<file path="src/sv/assert_macros.svh">
// Assertion macros used by the RTL top level.
`ifndef ASSERT_MACROS_SVH
`define ASSERT_MACROS_SVH
`ifndef ASSERT_OFF
// Clocked check, off while reset is asserted.
`define SMF_ASSERT_RST(lbl, clk, rst_n, prop) \
  lbl: assert property (@(posedge clk) disable iff (!rst_n) prop) \
    else $error("assertion failed");
// Clocked check that also holds during reset.
`define SMF_ASSERT_ALL(lbl, clk, prop) \
  lbl: assert property (@(posedge clk) prop) else $error("assertion failed");
`else
`define SMF_ASSERT_RST(lbl, clk, rst_n, prop)
`define SMF_ASSERT_ALL(lbl, clk, prop)
`endif
`endif

</file>
<file path="src/sv/smf_pkg.sv">
// Shared constants and types of the sliding median filter.
package smf_pkg;
  localparam int MAX_WINDOW = 16;
  localparam int IDX_W      = (MAX_WINDOW > 1) ? $clog2(MAX_WINDOW) : 1;
  localparam int CNT_W      = $clog2(MAX_WINDOW + 1);
  localparam int DATA_W     = 8;
  localparam int WS_W       = 5;
  localparam int APB_DW     = 32;
  localparam int APB_AW     = 3;
  localparam logic [WS_W-1:0] WS_RESET = WS_W'(3);
  localparam logic [APB_AW-3:0] REG_WINDOW_SIZE = '0;

  typedef struct packed {
    logic             load;
    logic             rank_en;
    logic [IDX_W-1:0] step;
    logic [CNT_W-1:0] win_n;
  } cell_ctrl_t;
endpackage

</file>
<file path="src/sv/sliding_median_filter_unit.sv">
// Top level of the sliding median filter: cell chain, sequencer and output register.
// A word that completes a window of window_size samples yields one median word; the
// newest sample enters cell 0 of a 16-cell shift chain in the accept cycle, then a probe
// ring rotates through all cells while each cell counts its own rank, and then the
// mean of the middle rank(s) goes into the output register. A word that yields a result
// holds in_ready low until then; a word that yields none leaves the block idle. A result
// waiting in the output register does not block the next word; only a finished median
// with the register still full waits. window_size 0 acts as 1, above 16 as 16.
`include "assert_macros.svh"
module sliding_median_filter_unit (
  input  logic                       clk,
  input  logic                       rst_n,
  input  logic                       in_valid,
  output logic                       in_ready,
  input  logic [smf_pkg::DATA_W-1:0] in_sample,
  input  logic                       in_last_sample,
  output logic                       out_valid,
  input  logic                       out_ready,
  output logic [smf_pkg::DATA_W-1:0] out_median_value,
  output logic                       out_last_result,
  input  logic                       psel,
  input  logic                       penable,
  input  logic                       pwrite,
  input  logic [smf_pkg::APB_AW-1:0] paddr,
  input  logic [smf_pkg::APB_DW-1:0] pwdata,
  output logic [smf_pkg::APB_DW-1:0] prdata,
  output logic                       pready
);
  import smf_pkg::*;

  localparam logic [1:0] S_IDLE = 2'd0;
  localparam logic [1:0] S_RANK = 2'd1;
  localparam logic [1:0] S_DONE = 2'd2;

  logic [1:0]        state_r, state_nxt;
  logic [IDX_W-1:0]  step_r, step_nxt;
  logic [CNT_W-1:0]  fill_r, fill_nxt;
  logic              last_r, last_nxt;
  logic              ov_r, ov_nxt;
  logic [DATA_W-1:0] med_r, med_nxt;
  logic              olast_r, olast_nxt;

  logic [WS_W-1:0]   window_size;
  logic [CNT_W-1:0]  win_n;
  logic [CNT_W-1:0]  fill_inc;
  logic              in_acc;
  logic              produce;
  logic              can_emit;
  cell_ctrl_t        ctrl;

  logic [DATA_W-1:0] x_w    [MAX_WINDOW];
  logic [DATA_W-1:0] p_w    [MAX_WINDOW];
  logic [IDX_W-1:0]  rank_w [MAX_WINDOW];
  logic [MAX_WINDOW-1:0] lo_hit, hi_hit;
  logic [IDX_W-1:0]  lo_rank, hi_rank;
  logic [DATA_W-1:0] lo_val, hi_val;
  logic [DATA_W:0]   mid_sum;

  smf_apb u_apb (
    .clk         (clk),
    .rst_n       (rst_n),
    .psel        (psel),
    .penable     (penable),
    .pwrite      (pwrite),
    .paddr       (paddr),
    .pwdata      (pwdata),
    .prdata      (prdata),
    .pready      (pready),
    .window_size (window_size)
  );

  always_comb begin
    if (window_size == '0) begin
      win_n = CNT_W'(1);
    end else if ({1'b0, window_size} > (WS_W+1)'(MAX_WINDOW)) begin
      win_n = CNT_W'(MAX_WINDOW);
    end else begin
      win_n = CNT_W'(window_size);
    end
  end

  assign in_ready = (state_r == S_IDLE);
  assign in_acc   = in_valid && in_ready;
  assign fill_inc = (fill_r < CNT_W'(MAX_WINDOW)) ? fill_r + CNT_W'(1) : fill_r;
  assign produce  = (fill_inc >= win_n);
  assign can_emit = !ov_r || out_ready;

  assign ctrl.load    = in_acc;
  assign ctrl.rank_en = (state_r == S_RANK);
  assign ctrl.step    = step_r;
  assign ctrl.win_n   = win_n;

  genvar k;
  generate
    for (k = 0; k < MAX_WINDOW; k++) begin : g_cell
      smf_cell u_cell (
        .clk        (clk),
        .ctrl       (ctrl),
        .cell_idx   (IDX_W'(k)),
        .shift_in   ((k == 0) ? in_sample : x_w[(k == 0) ? 0 : k-1]),
        .probe_in   (p_w[(k == 0) ? MAX_WINDOW-1 : k-1]),
        .sample_out (x_w[k]),
        .probe_out  (p_w[k]),
        .rank_out   (rank_w[k])
      );
      assign lo_hit[k] = (CNT_W'(k) < win_n) && (rank_w[k] == lo_rank);
      assign hi_hit[k] = (CNT_W'(k) < win_n) && (rank_w[k] == hi_rank);
    end
  endgenerate

  assign lo_rank = IDX_W'((win_n - CNT_W'(1)) >> 1);
  assign hi_rank = IDX_W'(win_n >> 1);

  always_comb begin
    lo_val = '0;
    hi_val = '0;
    for (int i = 0; i < MAX_WINDOW; i++) begin
      lo_val = lo_val | ({DATA_W{lo_hit[i]}} & x_w[i]);
      hi_val = hi_val | ({DATA_W{hi_hit[i]}} & x_w[i]);
    end
  end

  assign mid_sum = {1'b0, lo_val} + {1'b0, hi_val};

  always_comb begin
    state_nxt = state_r;
    step_nxt  = step_r;
    fill_nxt  = fill_r;
    last_nxt  = last_r;
    ov_nxt    = ov_r;
    med_nxt   = med_r;
    olast_nxt = olast_r;
    if (ov_r && out_ready) begin
      ov_nxt = 1'b0;
    end
    case (state_r)
      S_IDLE: begin
        if (in_acc) begin
          fill_nxt = in_last_sample ? '0 : fill_inc;
          last_nxt = in_last_sample;
          step_nxt = '0;
          if (produce) begin
            state_nxt = S_RANK;
          end
        end
      end
      S_RANK: begin
        step_nxt = step_r + IDX_W'(1);
        if (step_r == IDX_W'(MAX_WINDOW - 1)) begin
          state_nxt = S_DONE;
        end
      end
      S_DONE: begin
        if (can_emit) begin
          ov_nxt    = 1'b1;
          med_nxt   = mid_sum[DATA_W:1];
          olast_nxt = last_r;
          state_nxt = S_IDLE;
        end
      end
      default: begin
        state_nxt = S_IDLE;
      end
    endcase
  end

  always_ff @(posedge clk) begin
    if (!rst_n) begin
      state_r <= S_IDLE;
      step_r  <= '0;
      fill_r  <= '0;
      ov_r    <= 1'b0;
    end else begin
      state_r <= state_nxt;
      step_r  <= step_nxt;
      fill_r  <= fill_nxt;
      ov_r    <= ov_nxt;
    end
  end

  always_ff @(posedge clk) begin
    last_r  <= last_nxt;
    med_r   <= med_nxt;
    olast_r <= olast_nxt;
  end

  assign out_valid        = ov_r;
  assign out_median_value = med_r;
  assign out_last_result  = olast_r;

  `SMF_ASSERT_RST(a_rank_to_done, clk, rst_n,
    (state_r == S_RANK && step_r == IDX_W'(MAX_WINDOW - 1)) |=> (state_r == S_DONE))
  `SMF_ASSERT_RST(a_ranks_unique, clk, rst_n,
    (state_r == S_DONE) |-> ($onehot(lo_hit) && $onehot(hi_hit)))
  `SMF_ASSERT_RST(a_fill_bound, clk, rst_n, fill_r <= CNT_W'(MAX_WINDOW))
  `SMF_ASSERT_ALL(a_reset_idle, clk, !rst_n |=> (!out_valid && in_ready))
endmodule

</file>
<file path="src/sv/smf_cell.sv">
// One window cell: holds a sample, a rotating probe and the sample's rank.
module smf_cell (
  input  logic                      clk,
  input  smf_pkg::cell_ctrl_t       ctrl,
  input  logic [smf_pkg::IDX_W-1:0] cell_idx,
  input  logic [smf_pkg::DATA_W-1:0] shift_in,
  input  logic [smf_pkg::DATA_W-1:0] probe_in,
  output logic [smf_pkg::DATA_W-1:0] sample_out,
  output logic [smf_pkg::DATA_W-1:0] probe_out,
  output logic [smf_pkg::IDX_W-1:0]  rank_out
);
  import smf_pkg::*;

  logic [DATA_W-1:0] x_r, x_nxt;
  logic [DATA_W-1:0] p_r, p_nxt;
  logic [IDX_W-1:0]  rank_r, rank_nxt;
  logic [IDX_W-1:0]  src_idx;
  logic              hit;

  // probe currently holds the sample of cell (cell_idx - step)
  assign src_idx = cell_idx - ctrl.step;
  assign hit = ({1'b0, src_idx} < ctrl.win_n) &&
               ((p_r < x_r) || ((p_r == x_r) && (src_idx < cell_idx)));

  always_comb begin
    x_nxt    = x_r;
    p_nxt    = p_r;
    rank_nxt = rank_r;
    if (ctrl.load) begin
      x_nxt    = shift_in;
      p_nxt    = shift_in;
      rank_nxt = '0;
    end else if (ctrl.rank_en) begin
      p_nxt    = probe_in;
      rank_nxt = rank_r + IDX_W'(hit);
    end
  end

  always_ff @(posedge clk) begin
    x_r    <= x_nxt;
    p_r    <= p_nxt;
    rank_r <= rank_nxt;
  end

  assign sample_out = x_r;
  assign probe_out  = p_r;
  assign rank_out   = rank_r;
endmodule

</file>
<file path="src/sv/smf_apb.sv">
// APB register block holding the window size.
module smf_apb (
  input  logic                       clk,
  input  logic                       rst_n,
  input  logic                       psel,
  input  logic                       penable,
  input  logic                       pwrite,
  input  logic [smf_pkg::APB_AW-1:0] paddr,
  input  logic [smf_pkg::APB_DW-1:0] pwdata,
  output logic [smf_pkg::APB_DW-1:0] prdata,
  output logic                       pready,
  output logic [smf_pkg::WS_W-1:0]   window_size
);
  import smf_pkg::*;

  logic [WS_W-1:0] ws_r, ws_nxt;
  logic            wr_hit;

  assign pready = 1'b1;
  assign wr_hit = psel && penable && pwrite && (paddr[APB_AW-1:2] == REG_WINDOW_SIZE);

  always_comb begin
    ws_nxt = ws_r;
    if (wr_hit) begin
      ws_nxt = pwdata[WS_W-1:0];
    end
  end

  always_ff @(posedge clk) begin
    if (!rst_n) begin
      ws_r <= WS_RESET;
    end else begin
      ws_r <= ws_nxt;
    end
  end

  always_comb begin
    prdata = '0;
    if (paddr[APB_AW-1:2] == REG_WINDOW_SIZE) begin
      prdata = {{(APB_DW-WS_W){1'b0}}, ws_r};
    end
  end

  assign window_size = ws_r;
endmodule

</file>
<file path="config.mk">
export PLATFORM = sky130hd
export DESIGN_NAME = sliding_median_filter_unit
export DESIGN_NICKNAME = d
export VERILOG_FILES = /design/src/sv/smf_pkg.sv /design/src/sv/sliding_median_filter_unit.sv /design/src/sv/smf_cell.sv /design/src/sv/smf_apb.sv
export VERILOG_INCLUDE_DIRS = /design/src /design/src/sv
export SDC_FILE = /design/constraint.sdc
export NUM_CORES = 1
export LEC_CHECK = 0
export BUFFER_PORTS_ARGS = -buffer_cell sky130_fd_sc_hd__buf_2
export CORE_MARGIN = 8
export CORE_UTILIZATION = 57
export CTS_CLUSTER_DIAMETER = 40
export DETAILED_ROUTE_END_ITERATION = 8
export PLACE_DENSITY = 0.78
export SKIP_LAST_GASP = 1
export SLEW_MARGIN = 20
export SYNTH_ARGS = -nofsm -noshare
export SYNTH_HDL_FRONTEND = slang
export SYNTH_SLANG_ARGS = --single-unit
</file>
<file path="constraint.sdc">
create_clock -name clk -period 5.85 [get_ports clk]
set_clock_uncertainty 0.15 [all_clocks]
set_input_delay 0.8775 -clock clk [delete_from_list [all_inputs] [get_ports clk]]
set_output_delay 0.8775 -clock clk [all_outputs]
set_load 0.005 [all_outputs]
</file>
==> results by group <==
Critical path
  – Crit path cell chain: nor2b_1 > inv_2 > xnor2_1 > nand4_1 > nor2_1 > a22oi_1 > nand4_1 > a21oi_1 > nand2_1 > ha_1 > nor2b_1 > o21ai_0 > nand2b_1 > a21o_1 > a21o_1 > a21o_1 > a21o_1
  – Worst EP required: ~6.0 ns
  – Worst path slowest cell: nor2b_1
  – Crit path buf inv count: 1
  – RR Startpoint: u_apb.window_size[4]
  – Setup Crit Path Kind: flop to flop
  – CP startpoint: u_apb.window_size[4]
  – Arr. time, crit path: roughly 5.6 ns
  – CP max stage delay: 0.82 ns
  – Element type at the critical path end: flop
  – CP dominant cell by count: a21o_1
  – Crit path launch type: flop
  – Maximum fanout along the worst path: 19
  – CP delay by family, top: simple AND/OR/NAND/NOR gates

Yosys
  – Netlist cell types: 84
  – Post-synth EDFFs: 266
  – Area contributors post-synth: edfxtp_1 38%, ha_1 13%, dfxtp_1 7.6%
  – Post-Syn Area: around 21000 um^2
  – Synth top area share: 0.3762
  – Biggest area consumer among synthesized cells: edfxtp_1
  – Post-synth top flop: edfxtp_1
  – Syn. warnings: 0
  – Synth Area per Inst: between 9 and 10 um^2
  – FF+latch count, synth: 347
  – Cell count after synthesis: 2129
  – Register area share after synthesis: 0.4526
  – Async set-reset flop share out of synthesis: 0
  – Most frequent cell after synthesis: nand2_1
  – Synth cell count leaders: 292 x nand2_1, 266 x edfxtp_1, 214 x ha_1

Final layout
  – Number of fill cells: roughly 2900
  – P&R area growth vs syn: 11.56%
  – Final net count: 2445
  – Share of cells above drive strength 1: 0.09397
  – Ant. Diodes: 0

Run
  – Max Cap Viol: 0

GRT
  – Largest net degree at the start of global routing: 131
  – Vias in the first global route: about 17000
  – First-pass GRT wire length: 101700 um
  – Remaining Overflow, GRT: 0
  – Tot GR Track Use: 0.3054
  – Initial antenna violation count: 2

Floorplanning
  – Num ports: 95
  – Die area: 43680 um^2
  – Total core area: ~37000 um^2
  – Rows: 70
  – Die width: between 200 and 250 um
  – Initial Utilization: 0.5800
  – Die Y: approximately 210 um

Clock network
  – Clock tree buffer depth: 3
  – TritonCTS Buffers: 55
  – Clk root buf: clkbuf_16
  – # hold bufs at CTS: 0
  – Post-CTS sizing: 0
  – CTS tree: yes
  – Clock tree sinks: 347
  – Clock slew at reported path FFs: 0.06 ns
  – Skew-Pair Late Insertion Delay: 0.60 ns
  – Setup Fix Bufs, Post-CTS: 0
  – H-tree levels: 2

STA
  – Post-route setup slack: 0.4745 ns
  – Unrepaired setup endpoints after global routing: false
  – Least-Margin Pin Slew: 1.013 ns
  – Fmax: 0.1860 GHz
  – Slew Viols, Final: 0
  – Final TNS setup: 0 ns
  – Tcrit/Tclk final: 0.9189
  – Final Hold Fails: 0
  – Min Tclk post-route: 5.375 ns
  – Slew headroom: 0.3233
  – # setup viols final: 0

Outcome
  – Status: completed

Placed design
  – DP Worst Slack: 0.6496 ns
  – Number of port buffers: 37
  – GP Congestion: 1.017
  – Hpwl dp: ~50000 um

Routing
  – Detail-routed via count per cell: 6.349
  – Drt total wl: 68170 um
  – DRC: 0
  – DRT antenna net count: 0
  – 1st-iter DRT viols: ~2100
  – TritonRoute pass-1 iters: 6
  – Vias: 17090
  – Wire per inst: 25.32 um

Hold path
  – Hold path startpoint: last_r
  – Worst min path class: flop to flop

Pwr
  – Peak supply drop: 0.0002275 V
  – Tot Pwr: 0.007616 W
  – Leak: 9.849 nW
  – Cell Pwr Density: around 320 nW/um^2
## worst reg2reg max path, stage by stage, from the launching register on
cell,delay [ns]
dfxtp_2,0.41
nor2b_1,0.82
inv_2,0.50
xnor2_1,0.28
nand4_1,0.19
nor2_1,0.74
a22oi_1,0.14
nand4_1,0.19
a21oi_1,0.06
nand2_1,0.16
ha_1,0.32
nor2b_1,0.16
o21ai_0,0.15
nand2b_1,0.11
a21o_1,0.19
a21o_1,0.20
a21o_1,0.18
a21o_1,0.17
## layout by cell type (no fill, tap or decap), types with 56 or more instances in the layout
cell type,n
nand2_1,290
nand4_1,62
a21oi_1,124
xnor2_1,61
o21ai_0,173
inv_1,166
dfxtp_1,80
ha_1,214
nor2_1,67
clkbuf_16,56
edfxtp_1,266
## where the power goes
group | internal (W) | switching (W) | total, W | leakage [nW]
clock network | 0.00192 | 0.00127 | 0.00320 | 0.863
logic | 0.000428 | 0.000770 | 0.00120 | 5.72
registers | 0.00297 | 0.000251 | 0.00322 | 3.26
total | 0.00532 | 0.00229 | 0.00762 | 9.85
## state kept, by name, indices dropped and copies added (netlist names)
register                  cells
step_r                        4
u_apb.window_size             5
g_cell.u_cell.sample_out    128
last_r                        1
g_cell.u_cell.probe_out     128
out_last_result               1
out_median_value              8
g_cell.u_cell.rank_out       64
out_valid                     1
state_r                       2
fill_r                        5
## final cells by class
| cell class | instances | area [um^2] | share of cell area |
|---|---|---|---|
| clock buffers | 63 | 1428 | 0.06027 |
| clock inverters | 39 | 376.6 | 0.01590 |
| inverters | 172 | 653.1 | 0.02757 |
| multi-input cells | 1518 | 10490 | 0.4428 |
| flip-flops and latches | 347 | 9610 | 0.4057 |
| well taps | 468 | 585.6 | 0.02472 |
| repair buffers | 85 | 545.5 | 0.02303 |
## layer usage
layer / vias to the layer above / GRT usage / routed length, um
met4: 2 / 0.1670 / 3918
met1: 8242 / 0.3862 / 27100
met3: 190 / 0.05388 / 5730
li1: 7818 / - / -
met2: 840 / 0.4938 / 31410
met5: - / 0 / 13
## through the flow
step | instance area [um^2] | cells | utilization | hold WS [ns]
detailed placement | 21880 | 2590 | 0.5977 | 0.2930
finish | 23690 | 2692 | 0.6470 | 0.2897
global route | 23690 | 2692 | 0.6470 | 0.3004
global placement | 21880 | 2590 | 0.5977 | 0.2681
floorplan | 21330 | 2155 | - | 0.2503
CTS | 23690 | 2692 | 0.6470 | 0.2946
## worst paths after layout
kind | to | slack, ns | cells after the start
worst max-delay path | out_median_value[7] | 0.47 | 17
worst min-delay path | out_last_result | 0.29 | 0
worst max register to register | out_median_value[7] | 0.47 | 17
worst min register to register | out_last_result | 0.29 | 0
## cell families after synthesis
family                     share of synthesized area
other                                      0.0003537
DFF                                           0.4526
muxes                                       0.004773
AOI/OAI and AO/OA                             0.1612
and+or+nand+nor                               0.1484
adders and majority gates                     0.1270
xor gates and xnor gates                     0.04655
buffers and inverters                        0.05916
Power figures use the tool's default switching activity.
